**src/design/sorted_priority_queue_top_macros.svh**
```systemverilog
// Assertion macros shared by the sorted priority queue RTL.
// Each macro expects clk_i and rst_ni to be in scope.
`ifndef SORTED_PRIORITY_QUEUE_TOP_MACROS_SVH
`define SORTED_PRIORITY_QUEUE_TOP_MACROS_SVH

// Condition must hold at every clock edge outside reset.
`define SPQ_ASSERT_ALWAYS(label, expr, msg) \
  label: assert property (@(posedge clk_i) disable iff (!rst_ni) (expr)) \
    else $error(msg);

// Consequent must hold in the cycle after the antecedent.
`define SPQ_ASSERT_NEXT(label, ante, cons, msg) \
  label: assert property (@(posedge clk_i) disable iff (!rst_ni) (ante) |=> (cons)) \
    else $error(msg);

`endif

```
**src/design/spq_pkg.sv**
```systemverilog
`timescale 1ns / 1ps

package spq_pkg;

  localparam int unsigned ValueW = 32;
  localparam int unsigned PrioW  = 16;
  localparam int unsigned OccW   = 5;

  localparam logic KIND_INSERT = 1'b0;
  localparam logic KIND_REMOVE = 1'b1;

  typedef enum logic [1:0] {
    ST_INSERTED = 2'd0,
    ST_REMOVED  = 2'd1,
    ST_EMPTY    = 2'd2,
    ST_FULL     = 2'd3
  } spq_status_e;

  typedef struct packed {
    logic signed [ValueW-1:0] value;
    logic signed [PrioW-1:0]  prio;
  } spq_entry_t;

  // Per-cycle command broadcast to every cell.
  typedef struct packed {
    logic       ins;
    logic       rem;
    spq_entry_t entry;
  } spq_cmd_t;

endpackage

```
**src/design/spq_cell.sv**
```systemverilog
`timescale 1ns / 1ps

module spq_cell (
  input  logic               clk_i,
  input  spq_pkg::spq_cmd_t  cmd_i,
  input  logic               occupied_i,
  input  logic               left_take_i,
  input  spq_pkg::spq_entry_t left_i,
  input  spq_pkg::spq_entry_t right_i,
  output logic               take_o,
  output spq_pkg::spq_entry_t entry_o
);

  spq_pkg::spq_entry_t entry_q, entry_d;

  // New entry goes ahead of equal priorities, and into any empty slot.
  assign take_o = !occupied_i ||
                  ($signed(cmd_i.entry.prio) >= $signed(entry_q.prio));

  always_comb begin
    entry_d = entry_q;
    if (cmd_i.rem) begin
      entry_d = right_i;
    end else if (cmd_i.ins && take_o) begin
      entry_d = left_take_i ? left_i : cmd_i.entry;
    end
  end

  always_ff @(posedge clk_i) begin
    entry_q <= entry_d;
  end

  assign entry_o = entry_q;

endmodule

```
**src/design/sorted_priority_queue_top.sv**
```systemverilog
`timescale 1ns / 1ps
// Sorted priority queue built as a row of DEPTH compare-and-shift cells.
// Input: a transaction is taken on a rising edge with start_i high and busy_o
//   low. kind_i selects insert (value_i, priority_req_i) or remove.
// Output: one result per transaction, shown for exactly one cycle with done_o
//   high, on the cycle after the accepting edge. The receiver
//   cannot stall; results must be captured when done_o is high.
// Throughput: one transaction per cycle. busy_o is held low, since every cell
//   compares the incoming priority against its own entry in parallel and the
//   whole row shifts left or right in the same cycle.
// Order: cell 0 is the front (highest priority). Among equal priorities the
//   latest insert leaves first.
// Status: inserted, removed, remove while empty (value 0), or insert dropped
//   because full (value 0). occupancy_o is the entry count after the
//   transaction, modulo 32.
// Reset: clears the entry count and the result strobe; cell contents are left
//   as they are and never read until written.
module sorted_priority_queue_top #(
  parameter int unsigned DEPTH = 16
) (
  input  logic                clk_i,
  input  logic                rst_ni,
  input  logic                start_i,
  output logic                busy_o,
  input  logic                kind_i,
  input  logic signed [31:0]  value_i,
  input  logic signed [15:0]  priority_req_i,
  output logic                done_o,
  output logic signed [31:0]  out_value_o,
  output logic [1:0]          status_o,
  output logic [4:0]          occupancy_o
);

  `include "sorted_priority_queue_top_macros.svh"

  localparam int unsigned CntW = $clog2(DEPTH + 1);

  logic                accept;
  logic                full, empty;
  logic [CntW-1:0]     count_q, count_d;
  spq_pkg::spq_cmd_t   cmd;
  spq_pkg::spq_entry_t entry [DEPTH];
  logic [DEPTH-1:0]    take;
  logic [DEPTH-1:0]    occupied;

  logic                      done_q;
  logic signed [31:0]        out_value_q, out_value_d;
  spq_pkg::spq_status_e      status_q, status_d;
  logic [spq_pkg::OccW-1:0]  occ_q;

  assign busy_o = 1'b0;
  assign accept = start_i && !busy_o;
  assign full   = (count_q == CntW'(DEPTH));
  assign empty  = (count_q == '0);

  // Broadcast command: full inserts and empty removes leave the row alone.
  assign cmd.ins         = accept && (kind_i == spq_pkg::KIND_INSERT) && !full;
  assign cmd.rem         = accept && (kind_i == spq_pkg::KIND_REMOVE) && !empty;
  assign cmd.entry.value = value_i;
  assign cmd.entry.prio  = priority_req_i;

  for (genvar i = 0; i < DEPTH; i++) begin : g_cell
    spq_pkg::spq_entry_t left, right;
    logic                left_take;

    assign occupied[i] = (CntW'(i) < count_q);

    if (i == 0) begin : g_front
      assign left      = cmd.entry;
      assign left_take = 1'b0;
    end else begin : g_mid
      assign left      = entry[i-1];
      assign left_take = take[i-1];
    end

    if (i == DEPTH - 1) begin : g_back
      assign right = entry[i];
    end else begin : g_inner
      assign right = entry[i+1];
    end

    spq_cell u_cell (
      .clk_i       (clk_i),
      .cmd_i       (cmd),
      .occupied_i  (occupied[i]),
      .left_take_i (left_take),
      .left_i      (left),
      .right_i     (right),
      .take_o      (take[i]),
      .entry_o     (entry[i])
    );
  end

  always_comb begin
    count_d = count_q;
    if (cmd.ins) begin
      count_d = count_q + CntW'(1);
    end else if (cmd.rem) begin
      count_d = count_q - CntW'(1);
    end
  end

  // Result of the transaction taken this cycle.
  always_comb begin
    out_value_d = '0;
    status_d    = spq_pkg::ST_INSERTED;
    if (kind_i == spq_pkg::KIND_REMOVE) begin
      if (empty) begin
        status_d = spq_pkg::ST_EMPTY;
      end else begin
        status_d    = spq_pkg::ST_REMOVED;
        out_value_d = entry[0].value;
      end
    end else if (full) begin
      status_d = spq_pkg::ST_FULL;
    end
  end

  always_ff @(posedge clk_i or negedge rst_ni) begin
    if (!rst_ni) begin
      count_q <= '0;
      done_q  <= 1'b0;
    end else begin
      count_q <= count_d;
      done_q  <= accept;
    end
  end

  // Result payload, loaded only on an accepted transaction.
  always_ff @(posedge clk_i) begin
    if (accept) begin
      out_value_q <= out_value_d;
      status_q    <= status_d;
      occ_q       <= spq_pkg::OccW'(count_d);
    end
  end

  assign done_o      = done_q;
  assign out_value_o = out_value_q;
  assign status_o    = status_q;
  assign occupancy_o = occ_q;

  `SPQ_ASSERT_ALWAYS(a_count_bound, count_q <= CntW'(DEPTH), "entry count above DEPTH")
  `SPQ_ASSERT_NEXT(a_done_follows, accept, done_o, "missing result strobe")
  `SPQ_ASSERT_NEXT(a_rem_count, cmd.rem, count_q == $past(count_q) - CntW'(1), "bad remove count")
  `SPQ_ASSERT_ALWAYS(a_full_status, !(done_o && status_o == spq_pkg::ST_FULL) || full, "full drop while not full")

endmodule
```
**config.mk**
```make
export PLATFORM = sky130hd
export DESIGN_NAME = sorted_priority_queue_top
export DESIGN_NICKNAME = d
export VERILOG_FILES = /design/src/design/spq_pkg.sv /design/src/design/spq_cell.sv /design/src/design/sorted_priority_queue_top.sv
export VERILOG_INCLUDE_DIRS = /design/src /design/src/design
export SDC_FILE = /design/constraint.sdc
export NUM_CORES = 2
export LEC_CHECK = 0
export BUFFER_PORTS_ARGS = -buffer_cell sky130_fd_sc_hd__buf_2
export CORE_MARGIN = 2
export CORE_UTILIZATION = 38
export DETAILED_ROUTE_END_ITERATION = 10
export SLEW_MARGIN = 20
export SYNTH_ARGS = -nofsm -noshare
export SYNTH_HDL_FRONTEND = slang
export SYNTH_SLANG_ARGS = --single-unit
export TNS_END_PERCENT = 1
```
**constraint.sdc**
```tcl
create_clock -name clk_i -period 6.8 [get_ports clk_i]
set_input_delay 0.34 -clock clk_i [delete_from_list [all_inputs] [get_ports clk_i]]
set_output_delay 0.34 -clock clk_i [all_outputs]
set_load 0.01 [all_outputs]
```
==> run_results.csv <==
group,metric,value,unit
logic_synthesis,postSynthAreaPerCell,10.7,um2
min_path,hp-class,"input port to asynchronous set/reset pin",
clock_network,cts.path.max_buffers,3,
grt,global_route.overflow_total,0,
timing,layout_worst_path_cycle_share,67.1,%
drt,antenna_left,0,
floorplan,die-height,350,um
cells_and_area,layout-area-overhead-vs-synth,11.1,%
worst_setup_path,crit_fanout,197,
logic_synthesis,synth_xor_area_share,0.0769,%
worst_setup_path,cpMaxStageDelayCell,"dfrtp_1",
cells_and_area,drive_gt1_share,8.82,%
worst_setup_path,worst-r2r-cell-count,8,
drt,drc,0,
timing,slew-limit-headroom,23.1,%
timing,setup_tns,0,ps
logic_synthesis,dominant_register_cell_in_the_synthesized_netlist,"edfxtp_1",
logic_synthesis,synth-simple-area-share,12.5,%
logic_synthesis,post_synth_main_area_contributors,"edfxtp_1, mux2i_1, ha_1",
clock_network,numClockSinks,813,
power_and_ir_drop,ir_worst_vdd,0.307,mV
cells_and_area,layout.cells.most_common,"edfxtp_1",
timing,final-setup-viol-count,0,
grt,grtUsageMet3,2.53,%
floorplan,core-area,0.119,mm2
timing,timing_worst_slew_pin_value,1150,ps
worst_setup_path,critical_path.reg2reg.endpoint,"occupancy_o[1]$_DFFE_PP_",
logic_synthesis,cell_area_after_synthesis,0.0456,mm2
timing,final_hold_viol_count,0,
logic_synthesis,yosys_warnings,0,
logic_synthesis,synth_edf_count,807,
power_and_ir_drop,p_total,23500,uW
worst_setup_path,most_frequent_cell_on_the_critical_path,"nand2_1",
timing,layout_setup_ws,2240,ps
grt,grt_busiest_layer,"met2",
grt,groute.layer.met2.usage,36.3,%
flow_run,number_of_violations_of_the_max_capacitance_limit,0,
drt,detailroute.via_count,33800,
worst_setup_path,critical_path.reg2reg.startpoint,"count_q[4]$_DFF_PN0_",
power_and_ir_drop,power_density,464,mW/mm2
drt,drtPass1Iterations,6,
grt,grt_pass1_vias,33100,
worst_setup_path,critical_path.cell_chain,"nor3_2 -> nand2_1 -> and3_4 -> buf_4 -> buf_12 -> nand2_1 -> a21oi_1 -> o22ai_1",
clock_network,clkTransAtPathRegs,60,ps
clock_network,htree_levels,3,
logic_synthesis,complex_gate_fraction_of_the_synthesized_area,12.8,%
logic_synthesis,synthAdderAreaFrac,7.11,%
cells_and_area,num-nets-final,4491,
logic_synthesis,yosys.area.top_type_share,53.2,%
logic_synthesis,ys_async_sr_fraction,0.738,%
timing,achievable-frequency,0.219,GHz
worst_setup_path,critPathLaunchType,"flip-flop",
logic_synthesis,ys_seq_elements,813,
grt,global_route.usage.total,21.8,%
worst_setup_path,crit_type,"flip-flop to flip-flop",
worst_setup_path,largest_stage_delay_on_the_critical_path,830,ps
worst_setup_path,timing.critical_path.required,7170,ps
logic_synthesis,unique_masters_post_synth,55,
floorplan,design.portCount,93,
logic_synthesis,synth_area_leader_cell,"edfxtp_1",
worst_setup_path,crit_arrival,4930,ps
timing,maxSlewViolCount,0,
floorplan,site_rows,127,
clock_network,latest_clock_arrival_within_the_worst_skew_pair,680,ps
worst_setup_path,critPathLaunch,"count_q[4]$_DFF_PN0_",
floorplan,die_w,350,um
drt,drt-initial-drc-count,3070,
cells_and_area,most-common-layout-cells,"edfxtp_1, nand2_1, nand3_1",
clock_network,numCtsBuffers,93,
power_and_ir_drop,power_leakage,0.0188,uW
drt,average_routed_wire_per_standard_cell,23.2,um
place,gp_congestion,0.911,
clock_network,cts.root.buffer_cell,"clkbuf_16",
floorplan,floorplan.die_area,0.123,mm2
drt,vias_per_cell,5.75,
place,place_hpwl,89900,um
logic_synthesis,combinational_family_with_the_most_area_after_synthesis,"compound AO/OA/AOI/OAI gates",
clock_network,tritoncts_clock_tree,"built",
grt,grt_first_pass_wirelength,205000,um
drt,detail_route.wirelength,136000,um
worst_setup_path,ff2ff_setup_slack,2240,ps
timing,setup_repair_after_global_routing_missed_its_margin,"false",
logic_synthesis,synth_nets,4569,
grt,met1_usage,29.6,%
grt,maximum_number_of_pins_on_one_net_before_global_route_repair,198,
floorplan,start_util,38.1,%
place,preCtsSetupSlack,2180,ps
logic_synthesis,synth.area.mux_share,8.94,%
place,placement.io_buffers,91,
timing,post-route-min-period,4560,ps
timing,fin_skew,47.2,ps
timing,hold-worst-slack,39.7,ps
logic_synthesis,synth-seq-area-share,53.5,%
grt,antenna_found_initial,10,
logic_synthesis,syn_inst_count,4258,
run_status,run_status,"completed",
worst_setup_path,cp-end-kind,"flip-flop",
## flip-flops by register name, indices dropped and copies added, names as in the netlist
name                   count
g_cell.u_cell.entry_o    768
count_q                    5
occupancy_o                5
done_o                     1
status_o                   2
out_value_o               32
## timing repair
action                    in CTS  in global routing
hold buffers                   1                  0
gates resized for setup        0                  0
hold endpoints to repair       6                  0
setup buffers                  0                  0
## layer usage
metal / up-vias / routed length, um
met1: 16800 / 59600
met2: 1074 / 65000
met3: 207 / 7750
met4: 4 / 3930
met5: - / 25
li1: 15700 / -
## through the flow
stage	instance area, um2	utilization (%)	instances
global route	50600	42.3	5869
floorplan	45600	-	4258
detailed placement	47600	39.8	5696
CTS	50600	42.3	5864
finish	50600	42.3	5873
global placement	47500	39.7	5692
## synth_stat cells, types with 30 or more instances
master and n:
and3_1 34, o211ai_1 245, mux2_2 54, inv_1 249, nand4_1 47, nand3_1 369, edfxtp_1 807, ha_1 259
clkbuf_1 253, a21o_1 41, a21oi_1 104, nor2_1 30, nand2_1 732, o21ai_1 68, o221ai_1 105, mux2i_1 346
buf_2 43, o21ai_0 311
## worst max path at each step
| stage | endpoint | slack [ps] | cells after the start |
|---|---|---|---|
| 2_1_floorplan | g_cell[10].u_cell.entry_o[0]$_DFFE_PP_ | 380 | 11 |
| 3_3_place_gp | g_cell[6].u_cell.entry_o[23]$_DFFE_PP_ | 2160 | 9 |
| 3_5_place_dp | g_cell[6].u_cell.entry_o[23]$_DFFE_PP_ | 2180 | 9 |
| 4_1_cts | occupancy_o[1]$_DFFE_PP_ | 2300 | 8 |
| 5_1_grt | occupancy_o[1]$_DFFE_PP_ | 2120 | 8 |
| 6_report | occupancy_o[1]$_DFFE_PP_ | 2240 | 8 |
## cell type report
type                    instances  area, um2
fillers                     11500      68900
flip-flops and latches        813      24400
multi-input cells            2865      19100
clock buffers                 121       2500
well taps                    1612       2020
repair buffers                158       1100
inverters                     249        935
clock inverters                46        487
diodes                          9       22.5
## critical path: cells and delay by family (launching register included)
family	cells	cell delay, ps
AOI/OAI and AO/OA	2	590
buffers and inverters	2	1150
DFF	1	830
and+or+nand+nor	4	1500
## where the power goes
part / switching [uW] / internal [uW]
combinational: 5780 / 3290
sequential: 1040 / 8290
clock: 2140 / 2910
total: 8960 / 14500
## logic make-up (layout without fill, tap and decap cells)
logic type | after synthesis | after routing
simple gates | 1284 | 1284
compound gates | 917 | 917
flops | 813 | 813
buf+inv | 580 | 574
mux | 400 | 400
fa+ha+maj | 259 | 259
xor+xnor | 4 | 4
other cells | 1 | 10
No activity file was read; power rests on OpenSTA's default activity.
